$ cat src/rtl/core/mtk_pkg.sv
package mtk_pkg;

   // time base and register file geometry
   localparam int TIME_WIDTH_DEF = 32;
   localparam int CSR_DATA_W     = 32;
   localparam int CSR_INDEX_W    = 1;

   localparam logic [CSR_DATA_W-1:0] TIMEOUT_RESET = 32'd1000;
   localparam logic [CSR_DATA_W-1:0] HOLD_RESET    = 32'd500;

   localparam logic [CSR_INDEX_W-1:0] CSR_TIMEOUT = 1'd0;
   localparam logic [CSR_INDEX_W-1:0] CSR_HOLD    = 1'd1;

   // item kinds
   localparam logic KIND_KEY  = 1'b0;
   localparam logic KIND_TICK = 1'b1;

   // key codes
   localparam logic [3:0] KEY_LAST_DIGIT = 4'd9;
   localparam logic [3:0] KEY_HASH       = 4'd10;

   // entry modes
   localparam logic [1:0] ENTRY_ABC_INIT = 2'd0;
   localparam logic [1:0] ENTRY_LOWER    = 2'd1;
   localparam logic [1:0] ENTRY_UPPER    = 2'd2;
   localparam logic [1:0] ENTRY_NUMERIC  = 2'd3;

   // mode indicator codes
   localparam logic [2:0] IND_NONE     = 3'd0;
   localparam logic [2:0] IND_ABC_INIT = 3'd1;
   localparam logic [2:0] IND_LOWER    = 3'd2;
   localparam logic [2:0] IND_UPPER    = 3'd3;
   localparam logic [2:0] IND_NUMERIC  = 3'd4;

   localparam logic [7:0] CASE_OFFSET = 8'd32;

   typedef struct packed {
      logic       mode;
      logic [3:0] key;
      logic       key_down;
      logic       field_active;
      logic       numeric_edit;
      logic       caret_at_start;
      logic       prev_char_space;
   } req_item_type;

   typedef struct packed {
      logic       handled;
      logic       do_backspace;
      logic       do_insert;
      logic [7:0] char_code;
      logic [2:0] mode_indicator;
      logic       pending;
   } rsp_item_type;

   typedef struct packed {
      logic [CSR_DATA_W-1:0] timeout_ticks;
      logic [CSR_DATA_W-1:0] hold_ticks;
   } cfg_type;

   // number of characters in each digit key's cycle
   function automatic logic [4:0] cycle_len(input logic [3:0] key);
      logic [4:0] len;
      case (key)
         4'd0:    len = 5'd2;
         4'd1:    len = 5'd17;
         4'd7:    len = 5'd5;
         4'd9:    len = 5'd5;
         default: len = 5'd4;
      endcase
      return len;
   endfunction

   // character of a digit key's cycle at a given position
   function automatic logic [7:0] cycle_char(input logic [3:0] key, input logic [4:0] idx);
      logic [7:0] c;
      c = 8'h00;
      case (key)
         4'd0: begin
            case (idx)
               5'd0:    c = " ";
               default: c = "0";
            endcase
         end
         4'd1: begin
            case (idx)
               5'd0:    c = ".";
               5'd1:    c = ",";
               5'd2:    c = "?";
               5'd3:    c = "!";
               5'd4:    c = "1";
               5'd5:    c = "@";
               5'd6:    c = "\"";
               5'd7:    c = "-";
               5'd8:    c = "_";
               5'd9:    c = "(";
               5'd10:   c = ")";
               5'd11:   c = ":";
               5'd12:   c = ";";
               5'd13:   c = "&";
               5'd14:   c = "/";
               5'd15:   c = "%";
               default: c = "*";
            endcase
         end
         4'd2: begin
            case (idx)
               5'd0: c = "a";  5'd1: c = "b";  5'd2: c = "c";
               default: c = "2";
            endcase
         end
         4'd3: begin
            case (idx)
               5'd0: c = "d";  5'd1: c = "e";  5'd2: c = "f";
               default: c = "3";
            endcase
         end
         4'd4: begin
            case (idx)
               5'd0: c = "g";  5'd1: c = "h";  5'd2: c = "i";
               default: c = "4";
            endcase
         end
         4'd5: begin
            case (idx)
               5'd0: c = "j";  5'd1: c = "k";  5'd2: c = "l";
               default: c = "5";
            endcase
         end
         4'd6: begin
            case (idx)
               5'd0: c = "m";  5'd1: c = "n";  5'd2: c = "o";
               default: c = "6";
            endcase
         end
         4'd7: begin
            case (idx)
               5'd0: c = "p";  5'd1: c = "q";  5'd2: c = "r";  5'd3: c = "s";
               default: c = "7";
            endcase
         end
         4'd8: begin
            case (idx)
               5'd0: c = "t";  5'd1: c = "u";  5'd2: c = "v";
               default: c = "8";
            endcase
         end
         4'd9: begin
            case (idx)
               5'd0: c = "w";  5'd1: c = "x";  5'd2: c = "y";  5'd3: c = "z";
               default: c = "9";
            endcase
         end
         default: c = 8'h00;
      endcase
      return c;
   endfunction

   // letter case per entry mode
   function automatic logic [7:0] apply_case(input logic [7:0] c, input logic [1:0] entry,
                                             input logic word_start);
      logic [7:0] r;
      r = c;
      if (c inside {["a":"z"]}) begin
         if (entry == ENTRY_UPPER || (entry == ENTRY_ABC_INIT && word_start)) begin
            r = c - CASE_OFFSET;
         end
      end
      return r;
   endfunction

endpackage

$ cat src/rtl/core/mtk_if.sv
interface mtk_req_if #(
   parameter int TIME_WIDTH = mtk_pkg::TIME_WIDTH_DEF
);
   logic                  valid;
   logic                  ready;
   logic                  mode;
   logic [3:0]            key;
   logic                  key_down;
   logic [TIME_WIDTH-1:0] now;
   logic                  field_active;
   logic                  numeric_edit;
   logic                  caret_at_start;
   logic                  prev_char_space;

   modport source (
      output valid, mode, key, key_down, now, field_active, numeric_edit,
             caret_at_start, prev_char_space,
      input  ready
   );
   modport sink (
      input  valid, mode, key, key_down, now, field_active, numeric_edit,
             caret_at_start, prev_char_space,
      output ready
   );
endinterface

interface mtk_rsp_if;
   logic       valid;
   logic       ready;
   logic       handled;
   logic       do_backspace;
   logic       do_insert;
   logic [7:0] char_code;
   logic [2:0] mode_indicator;
   logic       pending;

   modport source (
      output valid, handled, do_backspace, do_insert, char_code, mode_indicator, pending,
      input  ready
   );
   modport sink (
      input  valid, handled, do_backspace, do_insert, char_code, mode_indicator, pending,
      output ready
   );
endinterface

$ cat src/rtl/core/multi_tap_keypad_text_entry.sv
// Multi-tap keypad text entry engine. Each request transaction is either a key event or a
// time tick, both stamped with the current tick count; every request gives exactly one
// response transaction that says whether the key was consumed, whether to backspace over
// the previous candidate, which character to insert, the mode to show and whether a letter
// is still pending. Timeout and hash hold length are set through the csr write port, which
// may only be written while no transaction is in flight. One request is taken every cycle
// while the response side keeps ready high; a request accepted into the input register is
// decoded, compared and looked up in a single pass out of that register and lands in the
// response register, from which its response is offered. The pipeline only stalls when the
// response side holds ready low.
module multi_tap_keypad_text_entry #(
   parameter int TIME_WIDTH = mtk_pkg::TIME_WIDTH_DEF
) (
   input  logic                            clock,
   input  logic                            reset,
   mtk_req_if.sink                         req_bus,
   mtk_rsp_if.source                       rsp_bus,
   input  logic                            csr_we,
   input  logic [mtk_pkg::CSR_INDEX_W-1:0] csr_index,
   input  logic [mtk_pkg::CSR_DATA_W-1:0]  csr_wdata
);

   // input stage
   logic                  in_valid_ff, in_valid_in;
   mtk_pkg::req_item_type item_ff, item_in;
   logic [TIME_WIDTH-1:0] now_ff;

   // response stage
   logic                  rsp_valid_ff, rsp_valid_in;
   mtk_pkg::rsp_item_type rsp_ff, result;

   mtk_pkg::cfg_type      cfg;
   logic                  out_ready;   // response register can take a new result
   logic                  advance;     // input stage moves into the response register
   logic                  req_take;

   assign out_ready = !rsp_valid_ff || rsp_bus.ready;
   assign advance   = in_valid_ff && out_ready;
   assign req_take  = req_bus.valid && req_bus.ready;

   // input stage frees up in the same cycle it hands over, so transactions stream
   assign req_bus.ready = !in_valid_ff || out_ready;

   mtk_csr u_csr (
      .clock     (clock),
      .reset     (reset),
      .csr_we    (csr_we),
      .csr_index (csr_index),
      .csr_wdata (csr_wdata),
      .cfg       (cfg)
   );

   // state is committed only when the transaction moves on
   mtk_engine #(
      .TIME_WIDTH (TIME_WIDTH)
   ) u_engine (
      .clock    (clock),
      .reset    (reset),
      .step     (advance),
      .item     (item_ff),
      .item_now (now_ff),
      .cfg      (cfg),
      .result   (result)
   );

   always_comb begin
      item_in.mode            = req_bus.mode;
      item_in.key             = req_bus.key;
      item_in.key_down        = req_bus.key_down;
      item_in.field_active    = req_bus.field_active;
      item_in.numeric_edit    = req_bus.numeric_edit;
      item_in.caret_at_start  = req_bus.caret_at_start;
      item_in.prev_char_space = req_bus.prev_char_space;

      if (req_take) begin
         in_valid_in = 1'b1;
      end else if (advance) begin
         in_valid_in = 1'b0;
      end else begin
         in_valid_in = in_valid_ff;
      end

      if (advance) begin
         rsp_valid_in = 1'b1;
      end else if (rsp_bus.ready) begin
         rsp_valid_in = 1'b0;
      end else begin
         rsp_valid_in = rsp_valid_ff;
      end
   end

   // control flags
   always_ff @(posedge clock) begin
      if (reset) begin
         in_valid_ff  <= 1'b0;
         rsp_valid_ff <= 1'b0;
      end else begin
         in_valid_ff  <= in_valid_in;
         rsp_valid_ff <= rsp_valid_in;
      end
   end

   // payload registers
   always_ff @(posedge clock) begin
      if (req_take) begin
         item_ff <= item_in;
         now_ff  <= req_bus.now;
      end
      if (advance) begin
         rsp_ff <= result;
      end
   end

   assign rsp_bus.valid          = rsp_valid_ff;
   assign rsp_bus.handled        = rsp_ff.handled;
   assign rsp_bus.do_backspace   = rsp_ff.do_backspace;
   assign rsp_bus.do_insert      = rsp_ff.do_insert;
   assign rsp_bus.char_code      = rsp_ff.char_code;
   assign rsp_bus.mode_indicator = rsp_ff.mode_indicator;
   assign rsp_bus.pending        = rsp_ff.pending;

   // a backspace always comes with the replacement character
   a_bs_with_insert: assert property (@(posedge clock) disable iff (reset)
      rsp_valid_ff && rsp_ff.do_backspace |-> rsp_ff.do_insert && rsp_ff.handled)
      else $error("backspace without insert");

   // no character code unless an insert is asked for
   a_code_only_on_insert: assert property (@(posedge clock) disable iff (reset)
      rsp_valid_ff && !rsp_ff.do_insert |-> rsp_ff.char_code == 8'h00)
      else $error("char code without insert");

   // without a focused field nothing is consumed or shown as pending
   a_no_field_quiet: assert property (@(posedge clock) disable iff (reset)
      rsp_valid_ff && rsp_ff.mode_indicator == mtk_pkg::IND_NONE
      |-> !rsp_ff.handled && !rsp_ff.pending && !rsp_ff.do_insert)
      else $error("activity without a field");

   // a held input transaction must stall the request side
   a_input_stall: assert property (@(posedge clock) disable iff (reset)
      in_valid_ff && !out_ready |-> !req_bus.ready)
      else $error("request accepted over a stalled transaction");

endmodule

$ cat src/rtl/core/mtk_csr.sv
module mtk_csr (
   input  logic                                 clock,
   input  logic                                 reset,
   input  logic                                 csr_we,
   input  logic [mtk_pkg::CSR_INDEX_W-1:0]      csr_index,
   input  logic [mtk_pkg::CSR_DATA_W-1:0]       csr_wdata,
   output mtk_pkg::cfg_type                     cfg
);

   logic [mtk_pkg::CSR_DATA_W-1:0] timeout_ff;
   logic [mtk_pkg::CSR_DATA_W-1:0] hold_ff;

   always_ff @(posedge clock) begin
      if (reset) begin
         timeout_ff <= mtk_pkg::TIMEOUT_RESET;
         hold_ff    <= mtk_pkg::HOLD_RESET;
      end else if (csr_we) begin
         case (csr_index)
            mtk_pkg::CSR_TIMEOUT: timeout_ff <= csr_wdata;
            mtk_pkg::CSR_HOLD:    hold_ff    <= csr_wdata;
            default: ;
         endcase
      end
   end

   assign cfg.timeout_ticks = timeout_ff;
   assign cfg.hold_ticks    = hold_ff;

endmodule

$ cat src/rtl/core/mtk_engine.sv
module mtk_engine #(
   parameter int TIME_WIDTH = mtk_pkg::TIME_WIDTH_DEF
) (
   input  logic                  clock,
   input  logic                  reset,
   input  logic                  step,
   input  mtk_pkg::req_item_type item,
   input  logic [TIME_WIDTH-1:0] item_now,
   input  mtk_pkg::cfg_type      cfg,
   output mtk_pkg::rsp_item_type result
);

   localparam int CMP_W = (TIME_WIDTH > mtk_pkg::CSR_DATA_W) ? TIME_WIDTH
                                                             : mtk_pkg::CSR_DATA_W;

   logic [1:0]            entry_mode_ff, entry_mode_in;
   logic                  pending_valid_ff, pending_valid_in;
   logic [3:0]            pending_key_ff, pending_key_in;
   logic [4:0]            tap_index_ff, tap_index_in;
   logic [TIME_WIDTH-1:0] last_tap_ff, last_tap_in;
   logic [TIME_WIDTH-1:0] hash_down_ff, hash_down_in;

   logic [TIME_WIDTH-1:0] tap_elapsed, hash_elapsed;
   logic                  tap_expired, hash_held;
   logic                  numeric_sel, key_digit, retap;
   logic [4:0]            len, tap_next;

   always_comb begin
      tap_elapsed  = item_now - last_tap_ff;
      hash_elapsed = item_now - hash_down_ff;
      tap_expired  = CMP_W'(tap_elapsed) >= CMP_W'(cfg.timeout_ticks);
      hash_held    = CMP_W'(hash_elapsed) >= CMP_W'(cfg.hold_ticks);
      numeric_sel  = (entry_mode_ff == mtk_pkg::ENTRY_NUMERIC) || item.numeric_edit;
      key_digit    = item.key <= mtk_pkg::KEY_LAST_DIGIT;
      len          = mtk_pkg::cycle_len(item.key);
      tap_next     = tap_index_ff + 5'd1;
      retap        = pending_valid_ff && (pending_key_ff == item.key) && !tap_expired;

      entry_mode_in    = entry_mode_ff;
      pending_valid_in = pending_valid_ff;
      pending_key_in   = pending_key_ff;
      tap_index_in     = tap_index_ff;
      last_tap_in      = last_tap_ff;
      hash_down_in     = hash_down_ff;
      result           = '0;

      if (item.mode == mtk_pkg::KIND_TICK) begin
         if (pending_valid_ff && tap_expired) begin
            pending_valid_in = 1'b0;
         end
      end else if (item.field_active) begin
         if (item.key == mtk_pkg::KEY_HASH) begin
            result.handled = 1'b1;
            if (item.key_down) begin
               hash_down_in = item_now;
            end else begin
               if (hash_held) begin
                  entry_mode_in = mtk_pkg::ENTRY_NUMERIC;
               end else if (entry_mode_ff == mtk_pkg::ENTRY_UPPER ||
                            entry_mode_ff == mtk_pkg::ENTRY_NUMERIC) begin
                  entry_mode_in = mtk_pkg::ENTRY_ABC_INIT;
               end else begin
                  entry_mode_in = entry_mode_ff + 2'd1;
               end
               pending_valid_in = 1'b0;
               tap_index_in     = '0;
            end
         end else if (!item.key_down) begin
            result.handled = 1'b1;
         end else if (numeric_sel) begin
            if (key_digit) begin
               pending_valid_in = 1'b0;
               tap_index_in     = '0;
               result.handled   = 1'b1;
               result.do_insert = 1'b1;
               result.char_code = "0" + 8'(item.key);
            end
         end else if (key_digit) begin
            if (retap) begin
               result.do_backspace = 1'b1;
               tap_index_in = (tap_next >= len) ? 5'd0 : tap_next;
            end else begin
               tap_index_in = '0;
            end
            result.char_code = mtk_pkg::apply_case(
               mtk_pkg::cycle_char(item.key, tap_index_in), entry_mode_ff,
               item.caret_at_start || item.prev_char_space);
            result.do_insert = 1'b1;
            result.handled   = 1'b1;
            pending_valid_in = 1'b1;
            pending_key_in   = item.key;
            last_tap_in      = item_now;
         end
      end

      if (!item.field_active) begin
         result.mode_indicator = mtk_pkg::IND_NONE;
      end else if (entry_mode_in == mtk_pkg::ENTRY_NUMERIC || item.numeric_edit) begin
         result.mode_indicator = mtk_pkg::IND_NUMERIC;
      end else begin
         case (entry_mode_in)
            mtk_pkg::ENTRY_ABC_INIT: result.mode_indicator = mtk_pkg::IND_ABC_INIT;
            mtk_pkg::ENTRY_LOWER:    result.mode_indicator = mtk_pkg::IND_LOWER;
            default:                 result.mode_indicator = mtk_pkg::IND_UPPER;
         endcase
      end
      result.pending = pending_valid_in && item.field_active;
   end

   always_ff @(posedge clock) begin
      if (reset) begin
         entry_mode_ff    <= mtk_pkg::ENTRY_ABC_INIT;
         pending_valid_ff <= 1'b0;
         pending_key_ff   <= '0;
         tap_index_ff     <= '0;
         last_tap_ff      <= '0;
         hash_down_ff     <= '0;
      end else if (step) begin
         entry_mode_ff    <= entry_mode_in;
         pending_valid_ff <= pending_valid_in;
         pending_key_ff   <= pending_key_in;
         tap_index_ff     <= tap_index_in;
         last_tap_ff      <= last_tap_in;
         hash_down_ff     <= hash_down_in;
      end
   end

endmodule
$ cat src/flat_wrapper.sv
// flat-port wrapper written by rule: the top's interface ports become plain ports
module multi_tap_keypad_text_entry_flat 
#(
   parameter int TIME_WIDTH = mtk_pkg::TIME_WIDTH_DEF
)
  (clock, reset, csr_we, csr_index, csr_wdata, req_bus_valid, req_bus_mode, req_bus_key, req_bus_key_down, req_bus_now, req_bus_field_active, req_bus_numeric_edit, req_bus_caret_at_start, req_bus_prev_char_space, req_bus_ready, rsp_bus_valid, rsp_bus_handled, rsp_bus_do_backspace, rsp_bus_do_insert, rsp_bus_char_code, rsp_bus_mode_indicator, rsp_bus_pending, rsp_bus_ready);
  mtk_req_if #(.TIME_WIDTH(TIME_WIDTH)) req_bus_i ();
  mtk_rsp_if rsp_bus_i ();
  input  logic clock;
  input  logic reset;
  input  logic csr_we;
  input  logic [mtk_pkg::CSR_INDEX_W-1:0] csr_index;
  input  logic [mtk_pkg::CSR_DATA_W-1:0] csr_wdata;
  input wire logic [$bits(req_bus_i.valid)-1:0] req_bus_valid;
  input wire logic [$bits(req_bus_i.mode)-1:0] req_bus_mode;
  input wire logic [$bits(req_bus_i.key)-1:0] req_bus_key;
  input wire logic [$bits(req_bus_i.key_down)-1:0] req_bus_key_down;
  input wire logic [$bits(req_bus_i.now)-1:0] req_bus_now;
  input wire logic [$bits(req_bus_i.field_active)-1:0] req_bus_field_active;
  input wire logic [$bits(req_bus_i.numeric_edit)-1:0] req_bus_numeric_edit;
  input wire logic [$bits(req_bus_i.caret_at_start)-1:0] req_bus_caret_at_start;
  input wire logic [$bits(req_bus_i.prev_char_space)-1:0] req_bus_prev_char_space;
  output wire logic [$bits(req_bus_i.ready)-1:0] req_bus_ready;
  output wire logic [$bits(rsp_bus_i.valid)-1:0] rsp_bus_valid;
  output wire logic [$bits(rsp_bus_i.handled)-1:0] rsp_bus_handled;
  output wire logic [$bits(rsp_bus_i.do_backspace)-1:0] rsp_bus_do_backspace;
  output wire logic [$bits(rsp_bus_i.do_insert)-1:0] rsp_bus_do_insert;
  output wire logic [$bits(rsp_bus_i.char_code)-1:0] rsp_bus_char_code;
  output wire logic [$bits(rsp_bus_i.mode_indicator)-1:0] rsp_bus_mode_indicator;
  output wire logic [$bits(rsp_bus_i.pending)-1:0] rsp_bus_pending;
  input wire logic [$bits(rsp_bus_i.ready)-1:0] rsp_bus_ready;
  assign req_bus_i.valid = req_bus_valid;
  assign req_bus_i.mode = req_bus_mode;
  assign req_bus_i.key = req_bus_key;
  assign req_bus_i.key_down = req_bus_key_down;
  assign req_bus_i.now = req_bus_now;
  assign req_bus_i.field_active = req_bus_field_active;
  assign req_bus_i.numeric_edit = req_bus_numeric_edit;
  assign req_bus_i.caret_at_start = req_bus_caret_at_start;
  assign req_bus_i.prev_char_space = req_bus_prev_char_space;
  assign req_bus_ready = req_bus_i.ready;
  assign rsp_bus_valid = rsp_bus_i.valid;
  assign rsp_bus_handled = rsp_bus_i.handled;
  assign rsp_bus_do_backspace = rsp_bus_i.do_backspace;
  assign rsp_bus_do_insert = rsp_bus_i.do_insert;
  assign rsp_bus_char_code = rsp_bus_i.char_code;
  assign rsp_bus_mode_indicator = rsp_bus_i.mode_indicator;
  assign rsp_bus_pending = rsp_bus_i.pending;
  assign rsp_bus_i.ready = rsp_bus_ready;
  multi_tap_keypad_text_entry #(.TIME_WIDTH(TIME_WIDTH)) u_core (.clock(clock), .reset(reset), .req_bus(req_bus_i), .rsp_bus(rsp_bus_i), .csr_we(csr_we), .csr_index(csr_index), .csr_wdata(csr_wdata));
endmodule
$ cat config.mk
export PLATFORM = sky130hd
export DESIGN_NAME = multi_tap_keypad_text_entry_flat
export DESIGN_NICKNAME = d
export VERILOG_FILES = /design/src/rtl/core/mtk_pkg.sv /design/src/rtl/core/mtk_if.sv /design/src/rtl/core/multi_tap_keypad_text_entry.sv /design/src/rtl/core/mtk_csr.sv /design/src/rtl/core/mtk_engine.sv /design/src/flat_wrapper.sv
export SDC_FILE = /design/constraint.sdc
export NUM_CORES = 1
export LEC_CHECK = 0
export ABC_CLOCK_PERIOD_IN_PS = 7900
export BUFFER_PORTS_ARGS = -buffer_cell sky130_fd_sc_hd__buf_2
export CAP_MARGIN = 25
export CELL_PAD_IN_SITES_DETAIL_PLACEMENT = 0
export CELL_PAD_IN_SITES_GLOBAL_PLACEMENT = 1
export CORE_ASPECT_RATIO = 1.2
export CORE_MARGIN = 2
export CORE_UTILIZATION = 43
export DETAILED_ROUTE_END_ITERATION = 8
export GPL_ROUTABILITY_DRIVEN = 0
export PLACE_DENSITY = 0.76
export SYNTH_ARGS = -nofsm -noshare
export SYNTH_HDL_FRONTEND = slang
export SYNTH_SLANG_ARGS = --single-unit
$ cat constraint.sdc
create_clock -name clock -period 7.9 [get_ports clock]
set_clock_uncertainty 0.05 [all_clocks]
set_input_delay 1.185 -clock clock [delete_from_list [all_inputs] [get_ports clock]]
set_output_delay 1.185 -clock clock [all_outputs]
set_load 0.05 [all_outputs]
# Word-level counts from Yosys, hierarchy flattened
# Memories as Yosys holds them, arrays and structs flattened.
# Cells that the tools add are included.
[op_classes]
addsub = 6
n_reduce_logical = 36
bitwise_logic = 7
magnitude_cmp = 6
muxes = 63
n_eq_ne = 19
[ops]
columns = ["operator", "count"]
rows = [
  ["$pmux W7 S3", 6],
  ["$pmux W8 S10", 1],
  ["$mux W5", 15],
  ["$mux W8", 9],
  ["$ge A32 B32 Y1", 2],
  ["$sub A32 B32 Y32", 2],
  ["$pmux W7 S4", 2],
  ["$mux W1", 18],
  ["$mux W9", 2],
  ["$eq A4 B3 Y1 const B", 4],
  ["$pmux W5 S3", 1],
  ["$eq A4 B4 Y1 const B", 3],
  ["$mux W2", 6],
  ["$mux W11", 1],
  ["$eq A5 B2 Y1 const B", 2],
  ["$eq A4 B2 Y1 const B", 2],
  ["$ge A8 B7 Y1 const B", 1],
  ["$le A8 B7 Y1 const B", 1],
  ["$logic_and A1 B1 Y1", 8],
  ["$reduce_bool A2 Y1", 4],
  ["$sub A8 B6 Y8 const B", 1],
  ["$add A6 B4 Y7 const A", 1],
  ["$logic_or A1 B1 Y1", 7],
  ["$not A1 Y1", 7],
  ["other kinds (23)", 31],
]
[totals]
inputBits = 80
word_cells = 163
ff_bits = 199
rom_bits = 112
n_memories = 1
[memory_table]
columns = ["memory", "depth", "word_bits", "rd", "rd_ports_with_merged_regs", "write_ports", "line", "rtl"]
rows = [
  ["(name not given)", 16, 7, 1, 0, 0, "mtk_pkg.sv:86", "case (idx)"],
]

# Longest topological paths before layout
# Gate-level depths: netlist of the first run.
[depth]
word_depth = 28
mapped_depth = 38
mapped_depth_nobuf = 36

# Hierarchy
# From an unflattened synthesis of the first run, not the netlist that was laid out.
[unflattened]
cells_unflattened = 1589
hier_area_um2 = 13286.5
[modules_own_cells]
columns = ["module", "cells_per_inst", "instances", "seq_area_each_um2", "area_each_um2"]
rows = [
  ["mtk_engine", 1274, 1, 1521.5, 8857.2],
  ["mtk_csr", 248, 1, 1281.2, 2613.8],
  ["multi_tap_keypad_text_entry", 67, 1, 1751.7, 1815.5],
]

# Least setup slack after synthesis of the first run
# OpenSTA, ideal clock, no wires.
[synth_timing]
kind = "register -> register"
start = "register u_core.now_ff[0]"
end = "register u_core.rsp_ff, in the netlist u_core.rsp_bus.char_code[6] (data pin)"
setup_time_ns = 0.175
period_less_slack_ns = 6.930
path_slack_ns = 0.970
arrival_ns = 6.705
path_stages_with_launch = 36
path_cell_list = "edfxtp_1 inv_1 ha_1 inv_1 fa_1 a21o_1 a21oi_1 o21ai_1 a2111oi_2 o31ai_1 nor4_1 o31a_1 a211oi_1 a211oi_2 o21ai_1 a21oi_1 xnor2_1 ha_1 nand4_1 nor3_1 a211oi_1 o211a_4 o21ai_2 buf_6 nor2_1 inv_1 ha_1 clkbuf_1 or3_1 clkbuf_1 o21bai_1 a22oi_1 o22ai_1 a22oi_1 ha_1 a311oi_1"
[synth_via]
elab_chain_len = 25
word_cells_on_any_way = 41
classes_between = "add/sub (2); order compare (3); eq/ne (3); mux (28); reduce/logical (4); memory (1)"
[synth_lines]
columns = ["element", "line", "rtl"]
rows = [
  ["start, declared", "multi_tap_keypad_text_entry.sv:26", "logic [TIME_WIDTH-1:0] now_ff;"],
  ["start signal, assigned", "multi_tap_keypad_text_entry.sv:107", "now_ff <= req_bus.now;"],
  ["$sub A32 B32 Y32 *", "mtk_engine.sv:29", "tap_elapsed = item_now - last_tap_ff;"],
  ["$ge A32 B32 Y1 *", "mtk_engine.sv:31", "tap_expired = CMP_W'(tap_elapsed) >= CMP_W'(cfg.timeout_ticks);"],
  ["$logic_not A1 Y1 *", "mtk_engine.sv:37", "retap = pending_valid_ff && (pending_key_ff == item.key) && !tap_expired;"],
  ["$logic_and A1 B1 Y1 *", "mtk_engine.sv:37", ""],
  ["$mux W5 *", "mtk_engine.sv:79", "if (retap) begin"],
  ["$mux W5 *", "mtk_engine.sv:78", "end else if (key_digit) begin"],
  ["$mux W5 *", "mtk_engine.sv:70", "end else if (numeric_sel) begin"],
  ["$mux W5 *", "mtk_engine.sv:68", "end else if (!item.key_down) begin"],
  ["[9 not listed]", "-", ""],
  ["$mux W8 *", "mtk_engine.sv:52", "if (item.key == mtk_pkg::KEY_HASH) begin"],
  ["$mux W8 *", "mtk_engine.sv:51", "end else if (item.field_active) begin"],
  ["$mux W8 *", "mtk_engine.sv:47", "if (item.mode == mtk_pkg::KIND_TICK) begin"],
  ["$sub A8 B6 Y8, or another cell as far along", "mtk_pkg.sv:166", "r = c - CASE_OFFSET;"],
  ["$mux W8 / $logic_and A1 B1 Y1 (equally long branches)", "mtk_pkg.sv:165, mtk_pkg.sv:164", ""],
  ["$mux W8 *", "mtk_pkg.sv:164", "if (c inside {[\"a\":\"z\"]}) begin"],
  ["$mux W11 *", "mtk_engine.sv:78", ""],
  ["$mux W9 *", "mtk_engine.sv:70", ""],
  ["end signal, assigned", "multi_tap_keypad_text_entry.sv:110", "rsp_ff <= result;"],
  ["end, declared", "multi_tap_keypad_text_entry.sv:30", "mtk_pkg::rsp_item_type rsp_ff, result;"],
]
# Mark *: on every way between the ends. The rest lies on a longest branch, timed or not. The select of a mux whose other input is x is not followed.
# A chain may end at the register's enable or synchronous reset.

# Final worst setup path of the first run
# Ends and elaborated chain as after synthesis.

==> metrics.cfg, run 1 <==
[status]
outcome=completed

[clock_tree]
clk_pin_slew_worst_paths_ns=0.08
cts_buffers=17
cts_tree=yes
ctsRootBufferMaster=clkbuf_16
htree_levels=4
cts.sinks=199
max-clock-path-buffers=2
hold_buffers=0
clkLatencyLatePin_ns=0.45

[sta]
slew_headroom_pct=30.93
period_minus_slack_ns=7.332
max_freq_mhz=136.4
tightest_slew_ns=1.025
fin_setup_tns_ns=0
hold_viol=0
period_share_pct=92.82
finalSetupViolations=0
drv_slew=0
grt_setup_unrepaired=no

[synthesis]
avgSynthCellArea_um2=8.144
synthArstFlopShare_pct=0
syn_nets=1773
synth_most_common_cell=nand2_1
synthTopCellsByArea=dfxtp_1, ha_1, edfxtp_1, nand2_1, a21oi_1
synthesis.area_mm2=0.01266
synth_compound_area_share_pct=21.12
synth.area.mux_share_pct=0.3164
synth_top_family_by_area=compound AO/OA/AOI/OAI gates
ys_warn_count=0
synth-seq-cells=199
synth_top_area_cell=dfxtp_1
synth-simple-area-share_pct=17.49
synth_top_area_share_pct=22.46
synth_xor_area_share_pct=4.696
syn_inst=1554
yosysUniqueCellTypes=78
synth_common_cells=nand2_1, a21oi_1, inv_1
synth-edff-count=57
ys_seq_area_share_pct=35.99
synth_ff_type=dfxtp_1
synthAdderAreaFrac_pct=13.86

[pwr]
p_leak_nw=5.549
p_per_area_mw_per_mm2=174.0
peakVddDrop_mv=0.1056

[finish]
syn2layout_area_growth_pct=12.61
n_fill_cell=2868
layout.nets=1845
antenna_cells=0
drive_gt1_share_pct=11.47
fin_cells=2024
multi_input_area_mm2=0.007348
regArea_mm2=0.004554
fin_util_pct=49.41

[floorplan]
rows=68
io_pins=97
core_mm2=0.02884
dieArea_mm2=0.03083
die_w_um=160.6
start_util_pct=43.88
die_h_um=191.9

[worst_setup_path]
critical_path_class=reg -> reg
worstSetupEndpointType=register
critPathMaxFanout=10
start_kind=register
critPathSlowestCell=edfxtp_1
crit_required_ns=8.03
cp.arrival_ns=7.46
max_stage_delay_ns=0.40

[route]
route.vias.total=10760
wl_met1_mm=15.08
vias_per_cell=5.315
drt-total-wl_mm=33.30
drc_errors=0
ant_nets=0
dr_wl_met2_mm=16.51
detail_route.first_pass.iterations=6
top_layer=met5
wl_met3_mm=1.066
drtIter0Drc=593
wire_per_inst_um=16.45

[flow_run]
drv_cap=0

[global_route]
grt_max_degree=97
antenna_found_initial=1
grt_pass1_vias=10190
grt.total_usage_pct=21.74
grt_pass1_wl_mm=53.10
overflow=0

[placed_design]
dp_hpwl_mm=24.03
dp_cells=1986
port_buffers=96

[hold_path]
hp-class=reg -> reg

-- path summary, 6_finish.rpt --
| check | start | to | slack (ns) | depth (start not counted) |
|---|---|---|---|---|
| max | u_core.now_ff[0] | u_core.rsp_bus.char_code[6] | 0.57 | 35 |
| min | u_core.u_engine.hash_down_ff[20] | u_core.u_engine.hash_down_ff[20] | 0.40 | 2 |
| min reg2reg | u_core.u_engine.hash_down_ff[20] | u_core.u_engine.hash_down_ff[20] | 0.40 | 2 |
| max reg2reg | u_core.now_ff[0] | u_core.rsp_bus.char_code[6] | 0.57 | 35 |
-- cells by family after synthesis --
kind of cell,after synthesis
fa+ha+maj,139
mux,4
compound gates,422
xor+xnor,67
buf+inv,216
flops,199
simple gates,507
-- final cells by class --
cell class	instances	share of cell area (%)
multi-input combinational	1139	51.56
clock buffer	17	2.985
clock inverter	15	1.299
tap	385	3.380
timing repair buffer	117	4.811
inverter	152	4.004
sequential	199	31.96
-- per-layer routing --
metal	vias to the layer above	track usage (%)
met1	5050	26.83
met4	2	6.757
met5	-	0
li1	5477	-
met3	39	3.045
met2	190	39.21
-- flip-flops by register name, summed over array words and instances (netlist names), 3 cells and up --
signal / count
u_core.u_engine.last_tap_ff: 32
u_core.u_engine.hash_down_ff: 32
u_core.now_ff: 32
u_core.item_ff: 10
u_core.u_csr.timeout_ff: 32
u_core.u_engine.pending_key_ff: 4
u_core.rsp_bus.mode_indicator: 3
u_core.u_csr.hold_ff: 32
u_core.rsp_bus.char_code: 8
u_core.u_engine.tap_index_ff: 5
-- worst max-delay path, delay by kind of cell, from the launching register on --
kind / cells / cell delay, ns
AOI/OAI and AO/OA: 22 / 4.23
adders and majority gates: 4 / 1.09
and+or+nand+nor: 5 / 0.83
DFF: 1 / 0.40
buffers and inverters: 3 / 0.33
xor gates and xnor gates: 1 / 0.14
-- stage by stage --
step / hold WS (ns) / power [W] / worst slack, ns / cell area [um^2]
CTS: 0.4047 / 0.002505 / 0.1919 / 14110
detailed placement: 0.3934 / 0.001579 / 0.2245 / 13500
floorplan: 0.3819 / 0.001450 / 0.9701 / 12660
finish: 0.4033 / 0.002480 / 0.5676 / 14250
global placement: 0.3875 / 0.001572 / 0.4592 / 13500
global route: 0.4189 / 0.002602 / 0.02003 / 14250
-- power by group --
group | total (W) | switching (W) | internal, W
Sequential | 0.00111 | 0.0000246 | 0.00109
Clock | 0.000917 | 0.000436 | 0.000481
Combinational | 0.000452 | 0.000265 | 0.000188
Total | 0.00248 | 0.000725 | 0.00175
-- timing repair --
item / CTS / global route
endpoints found under the setup margin: 0 / 4
buffers inserted: 0 / 3
gates resized for setup: 0 / 10
-- layout by cell type (no fill, tap or decap), types with 7 or more instances in the layout --
cell type,netlist,routed
nand2_1,294,293
a21oi_1,210,209
inv_1,151,151
dfxtp_1,142,142
ha_1,137,136
buf_2,0,95
nor2_1,80,79
edfxtp_1,57,57
a21o_1,51,51
xnor2_1,50,50
o21ai_0,33,33
nand2b_1,23,23
nor3_1,25,23
buf_4,2,19
clkbuf_16,0,17
xor2_1,16,16
nand4_1,16,16
nor2b_1,16,15
nand3_1,15,15
o21a_1,13,12
o21bai_1,12,12
a211oi_1,11,10
o21ai_1,10,10
a211o_1,8,8
a22oi_1,9,8
nand3b_1,7,7
No activity file was read; power rests on OpenSTA's default activity.
==> run 2, diff against run 1 <==
--- a/config.mk
+++ b/config.mk
@@ -12,10 +12,10 @@
 export CELL_PAD_IN_SITES_GLOBAL_PLACEMENT = 1
 export CORE_ASPECT_RATIO = 1.2
 export CORE_MARGIN = 2
-export CORE_UTILIZATION = 43
+export CORE_UTILIZATION = 46
 export DETAILED_ROUTE_END_ITERATION = 8
 export GPL_ROUTABILITY_DRIVEN = 0
-export PLACE_DENSITY = 0.76
+export PLACE_DENSITY = 0.81
 export SYNTH_ARGS = -nofsm -noshare
 export SYNTH_HDL_FRONTEND = slang
 export SYNTH_SLANG_ARGS = --single-unit
==> run 2 against run 1 <==
Net effect:
- register-to-register slack about the same
- utilization grew 2.5 points
- die area decreased by 6.4%
- critical path depth is 2 lower
- clock-buffer cell count up 1
- critical path type unchanged
- largest cell class unchanged
==> metrics.cfg, run 2 (synthesis gave the netlist of run 1 again) <==
[floorplan]
io_pins=97  ; unchanged
core_mm2=0.02709  ; -6.1%
rows=66  ; -2.9%
start_util_pct=46.72  ; +2.8 points
die_w_um=155.4  ; -3.2%
die_h_um=185.7  ; -3.2%
dieArea_mm2=0.02886  ; -6.4%

[pwr]
peakVddDrop_mv=0.1113  ; +5.4%
p_leak_nw=5.490  ; -1.0%
total_power_w=0.002410  ; -2.8%
p_per_area_mw_per_mm2=171.3  ; -1.6%

[worst_setup_path]
critPathCapture=u_core.rsp_bus.char_code[6]
crit_required_ns=8.03  ; about the same
reg2reg_from=u_core.now_ff[0]
rrSetupSlack_ns=0.57  ; about the same
start_kind=register
cp.arrival_ns=7.45  ; about the same
critPathLaunch=u_core.now_ff[0]
ff2ff_path_depth=33  ; -5.7%
critPathMaxFanout=9  ; -1
worstSetupEndpointType=register
critical_path_class=reg -> reg
max_stage_delay_ns=0.41  ; about the same
r2r-end=u_core.rsp_bus.char_code[6]
critPathSlowestCell=edfxtp_1

[finish]
syn2layout_area_growth_pct=11.19
fin_util_pct=51.95  ; +2.5 points
layout.cells.most_common=nand2_1
layout.nets=1840  ; -0.27%
antenna_cells=0  ; unchanged
regArea_mm2=0.004554  ; unchanged
multi_input_area_mm2=0.007357  ; +0.12%
drive_gt1_share_pct=11.38  ; -0.087 points
layout_common_cells=nand2_1, a21oi_1, inv_1
n_fill_cell=2649  ; -7.6%

[route]
vias_per_cell=5.405  ; +1.7%
ant_nets=0  ; unchanged
drtIter0Drc=489  ; -18%
wire_per_inst_um=16.09  ; -2.2%
drt-total-wl_mm=31.76  ; -4.6%
route.vias.total=10670  ; -0.83%
drc_errors=0  ; unchanged
detail_route.first_pass.iterations=5  ; -1

[global_route]
grt_pass1_wl_mm=51.58  ; -2.9%
grt_max_degree=85  ; -12%
antenna_found_initial=0  ; -1
grt_pass1_vias=10210  ; +0.18%
grt.total_usage_pct=22.44  ; +0.70 points
overflow=0  ; unchanged

[sta]
slew_headroom_pct=32.69  ; +1.8 points
drv_slew=0  ; unchanged
period_minus_slack_ns=7.327  ; -0.005166 ns
finalSetupViolations=0  ; unchanged
period_share_pct=92.75  ; about the same
hold_viol=0  ; unchanged
tightest_slew_ns=1.007  ; -0.01795 ns
max_freq_mhz=136.5  ; about the same

[flow_run]
drv_cap=0  ; unchanged

[clock_tree]
max-clock-path-buffers=2  ; unchanged
htree_levels=4  ; unchanged
hold_buffers=0  ; unchanged
clkLatencyLatePin_ns=0.44  ; about the same
cts_tree=yes
cts_buffers=17  ; unchanged
cts.sinks=199  ; unchanged
ctsRootBufferMaster=clkbuf_16
clk_pin_slew_worst_paths_ns=0.08  ; about the same

[placed_design]
dp_hpwl_mm=23.22  ; -3.4%
port_buffers=96  ; unchanged

[hold_path]
hp-class=reg -> reg

[status]
outcome=completed

## run 2: repair_timing
action | 4_1_cts | 5_1_grt
setup buffers | 0 | 1
endpoints found under the setup margin | 0 | 5
resized for setup | 0 | 13
## run 2: critical path: cells and delay by family, from the launching register on
kind	cells	cell delay, ns
AO/OA/AOI/OAI	19	4.04
adder cells (fa/ha/maj)	4	1.11
AND/OR/NAND/NOR	5	0.89
buffers and inverters	4	0.43
flip-flops	1	0.41
XOR/XNOR	1	0.14
## run 2: stage by stage
stage	setup WS (ns)	instances	cell area [um^2]	TNS, ns	hold WS [ns]
floorplan	0.9701	1554	12660	0	0.3819
global placement	0.4479	1941	13440	0	0.3876
detailed placement	0.1305	1941	13440	0	0.3940
CTS	0.06116	1973	14000	0	0.4044
global route	-0.01144	1974	14070	-0.01144	0.4183
finish	0.5727	1974	14070	0	0.4023
## run 2: metal layers
| metal | part of all wire (%) | GRT usage, % |
|---|---|---|
| met5 | 0 | 0 |
| met2 | 50 | 40.28 |
| met4 | 2.0 | 6.349 |
| met3 | 2.8 | 3.097 |
| met1 | 45 | 28.11 |
## run 2: how the worst min path moves through the flow
| stage | from | to | cells after the start |
|---|---|---|---|
| 6_report | u_core.u_engine.hash_down_ff[12] | u_core.u_engine.hash_down_ff[12] | 2 |
| 5_1_grt | u_core.u_csr.timeout_ff[26] | u_core.u_csr.timeout_ff[26] | 2 |
| 3_5_place_dp | u_core.u_engine.hash_down_ff[12] | u_core.u_engine.hash_down_ff[12] | 2 |
| 3_3_place_gp | u_core.u_engine.hash_down_ff[7] | u_core.u_engine.hash_down_ff[7] | 2 |
| 4_1_cts | u_core.u_engine.hash_down_ff[12] | u_core.u_engine.hash_down_ff[12] | 2 |
| 2_1_floorplan | u_core.u_engine.hash_down_ff[1] | u_core.u_engine.hash_down_ff[1] | 2 |
## run 2: layout make-up
type	count	share of cell area, %
clock buffer	18	3.050
clock inverter	14	0.9425
inverter	152	4.054
multi-input combinational	1139	52.28
sequential	199	32.36
tap	340	3.023
timing repair buffer	112	4.286
## run 2: power breakdown
| group | leakage (nW) | internal (W) | switching (W) |
|---|---|---|---|
| registers | 1.70 | 0.00109 | 0.0000244 |
| clock network | 0.272 | 0.000420 | 0.000435 |
| logic | 3.52 | 0.000185 | 0.000260 |
| total | 5.49 | 0.00169 | 0.000719 |
==> run 3, diff against run 2 <==
--- a/config.mk
+++ b/config.mk
@@ -5,6 +5,7 @@
 export SDC_FILE = /design/constraint.sdc
 export NUM_CORES = 1
 export LEC_CHECK = 0
+export ABC_AREA = 1
 export ABC_CLOCK_PERIOD_IN_PS = 7900
 export BUFFER_PORTS_ARGS = -buffer_cell sky130_fd_sc_hd__buf_2
 export CAP_MARGIN = 25
@@ -12,10 +13,10 @@
 export CELL_PAD_IN_SITES_GLOBAL_PLACEMENT = 1
 export CORE_ASPECT_RATIO = 1.2
 export CORE_MARGIN = 2
-export CORE_UTILIZATION = 46
+export CORE_UTILIZATION = 45
 export DETAILED_ROUTE_END_ITERATION = 8
 export GPL_ROUTABILITY_DRIVEN = 0
-export PLACE_DENSITY = 0.81
+export PLACE_DENSITY = 0.8
 export SYNTH_ARGS = -nofsm -noshare
 export SYNTH_HDL_FRONTEND = slang
 export SYNTH_SLANG_ARGS = --single-unit
==> run 3 against run 2 <==
Net effect:
- wire length rose by 2.5%
- worst hold slack better by 0.0082 ns
- register-to-register slack improved by 0.75 ns
- maximum frequency rose by 11%
- utilization is 1.0 points lower
- final cell count increased by 4.0%
- largest power group unchanged
- critical path depth rose by 2
- non-clock buffer count is 10 lower
- global-route usage up 0.39 points
- critical path type unchanged
- first-iteration DRC count is 12% higher
==> metrics.cfg, run 3 <==
[clock_tree]
clkLatencyLatePin_ns=0.45  ; about the same
cts.sinks=199  ; unchanged
ctsRootBufferMaster=clkbuf_16
cts_tree=yes
htree_levels=4  ; unchanged
hold_buffers=0  ; unchanged
post_cts_buffers=0  ; unchanged
cts_buffers=17  ; unchanged
clk_pin_slew_worst_paths_ns=0.08  ; about the same
post_cts_resized=0  ; unchanged
max-clock-path-buffers=2  ; unchanged

[synthesis]
synth_top_family_by_area=compound AO/OA/AOI/OAI gates
synth_top_area_share_pct=22.81  ; +0.34 points
synth_ff_type=dfxtp_1
synth_xor_area_share_pct=4.497  ; -0.20 points
synth-edff-count=57  ; unchanged
ys_warn_count=0  ; unchanged
synthAdderAreaFrac_pct=14.07  ; +0.21 points
avgSynthCellArea_um2=7.689  ; -5.6%
synthTopCellsByArea=dfxtp_1, ha_1, edfxtp_1, a21oi_1, inv_1
synth-simple-area-share_pct=14.63  ; -2.9 points
synth-seq-cells=199  ; unchanged
synth_compound_area_share_pct=21.25  ; +0.13 points
ys_seq_area_share_pct=36.54  ; +0.55 points
synth_top_area_cell=dfxtp_1
yosysUniqueCellTypes=48  ; -38%
syn_nets=1840  ; +3.8%
synthArstFlopShare_pct=0  ; unchanged
synthesis.area_mm2=0.01246  ; -1.5%
synth_most_common_cell=inv_1
synth_common_cells=inv_1, a21oi_1, nand2_1
synth.area.mux_share_pct=0  ; -0.32 points
syn_inst=1621  ; +4.3%

[finish]
layout_common_cells=inv_1, a21oi_1, nand2_1
stdcell_area_mm2=0.01384  ; -1.7%
drive_gt1_share_pct=9.282  ; -2.1 points
antenna_cells=0  ; unchanged
layout.nets=1919  ; +4.3%
layout.cells.most_common=inv_1
n_fill_cell=2700  ; +1.9%
syn2layout_area_growth_pct=11.03

[floorplan]
start_util_pct=45.88  ; -0.85 points
core_mm2=0.02717  ; +0.30%
dieArea_mm2=0.02905  ; +0.66%
io_pins=97  ; unchanged
rows=66  ; unchanged
die_w_um=155.9  ; +0.33%
die_h_um=186.3  ; +0.33%

[global_route]
grt_pass1_vias=10650  ; +4.3%
antenna_found_initial=0  ; unchanged
grt.total_usage_pct=22.83  ; +0.39 points
overflow=0  ; unchanged
grt_pass1_wl_mm=52.73  ; +2.2%
grt_max_degree=70  ; -18%

[route]
drtIter0Drc=548  ; +12%
detail_route.first_pass.iterations=5  ; unchanged
vias_per_cell=5.289  ; -2.1%
drc_errors=0  ; unchanged
route.vias.total=10860  ; +1.8%
wire_per_inst_um=15.86  ; -1.5%
ant_nets=0  ; unchanged
drt-total-wl_mm=32.55  ; +2.5%

[sta]
tightest_slew_ns=1.012  ; +0.005029 ns
slew_headroom_pct=32.42  ; -0.27 points
whs_ns=0.4105  ; +0.008166 ns
max_freq_mhz=152.1  ; +11%
hold_viol=0  ; unchanged
finalSetupViolations=0  ; unchanged
period_minus_slack_ns=6.574  ; -0.7534 ns
fin_setup_tns_ns=0  ; unchanged
drv_slew=0  ; unchanged
grt_setup_unrepaired=no
period_share_pct=83.21  ; -9.5 points

[worst_setup_path]
critPathSlowestCell=edfxtp_1
critical_path_class=reg -> reg
cp.buffers_inverters=2  ; -2
critPathMaxFanout=6  ; -3
cp_top_family=compound AO/OA/AOI/OAI gates
cp.arrival_ns=6.69  ; -0.76 ns
start_kind=register
max_stage_delay_ns=0.43  ; +0.02 ns
worstSetupEndpointType=register
critPathMostFrequentCell=nand2_1
crit_required_ns=8.02  ; about the same

[pwr]
peakVddDrop_mv=0.1070  ; -3.8%
total_power_w=0.002477  ; +2.8%
p_per_area_mw_per_mm2=179.0  ; +4.5%
p_leak_nw=6.025  ; +9.7%

[flow_run]
drv_cap=0  ; unchanged

[status]
outcome=completed

[placed_design]
dpl_cell_area_mm2=0.01327  ; -1.3%
port_buffers=96  ; unchanged
dp_hpwl_mm=25.32  ; +9.1%

[hold_path]
hp-class=reg -> reg

run 3: changes by cell type after synthesis, moves of 23 or more:
cell	before	now
a21o_1	51	3
a21oi_1	210	240
inv_1	151	251
nand2_1	294	237
nand2b_1	23	0
nand3_1	15	48
nor2_1	80	105
o21ai_0	33	167
xnor2_1	50	21
xor2_1	16	43
run 3: path summary, 6_finish.rpt:
check	start	cells past startpoint	to	slack, ns
worst max register to register	u_core.now_ff[2]	35	u_core.rsp_bus.char_code[5]	1.33
worst min register to register	u_core.u_engine.hash_down_ff[9]	2	u_core.u_engine.hash_down_ff[9]	0.41
worst min-delay path	u_core.u_engine.hash_down_ff[9]	2	u_core.u_engine.hash_down_ff[9]	0.41
worst max-delay path	u_core.now_ff[2]	35	u_core.rsp_bus.char_code[5]	1.33
run 3: routing by layer:
metal	track usage (%)	up-vias	part of all wire (%)
met4	7.516	0	2.4
met1	28.13	4956	44
li1	-	5631	-
met2	40.83	224	49
met3	3.065	48	3.8
met5	0	-	0
run 3: layout make-up:
class,count,area [um^2],share of cell area (%)
Multi-Input combinational cell,1124,6794,49.09
Sequential cell,199,4554,32.91
Inverter,256,960.9,6.943
Timing Repair Buffer,102,538.0,3.888
Clock buffer,17,425.4,3.074
Tap cell,340,425.4,3.074
Clock inverter,15,141.4,1.022
run 3: stage by stage:
step	cells	setup slack, ns	util, %
after floorplan	1621	2.313	-
after global placement	2020	1.656	48.78
after detailed placement	2021	1.411	48.85
after CTS	2053	1.388	50.94
after global routing	2053	0.5709	50.94
final	2053	1.326	50.94
run 3: cell families (layout without fill, tap and decap cells):
group | count (synthesis) | count (layout)
AOI/OAI and AO/OA | 486 | 486
xor gates and xnor gates | 64 | 64
adders and majority gates | 139 | 139
buffers and inverters | 298 | 390
DFF | 199 | 199
and+or+nand+nor | 435 | 435
run 3: power breakdown:
part	leakage (nW)	switching, W	total (W)	internal, W
Combinational	4.05	0.000307	0.000486	0.000179
Sequential	1.71	0.0000248	0.00112	0.00109
Clock	0.272	0.000431	0.000873	0.000442
run 3: tightest hold or removal path, cell delays in order, from the launching register on:
cell     delay, ns
dfxtp_1       0.30
inv_1         0.06
a21oi_1       0.05
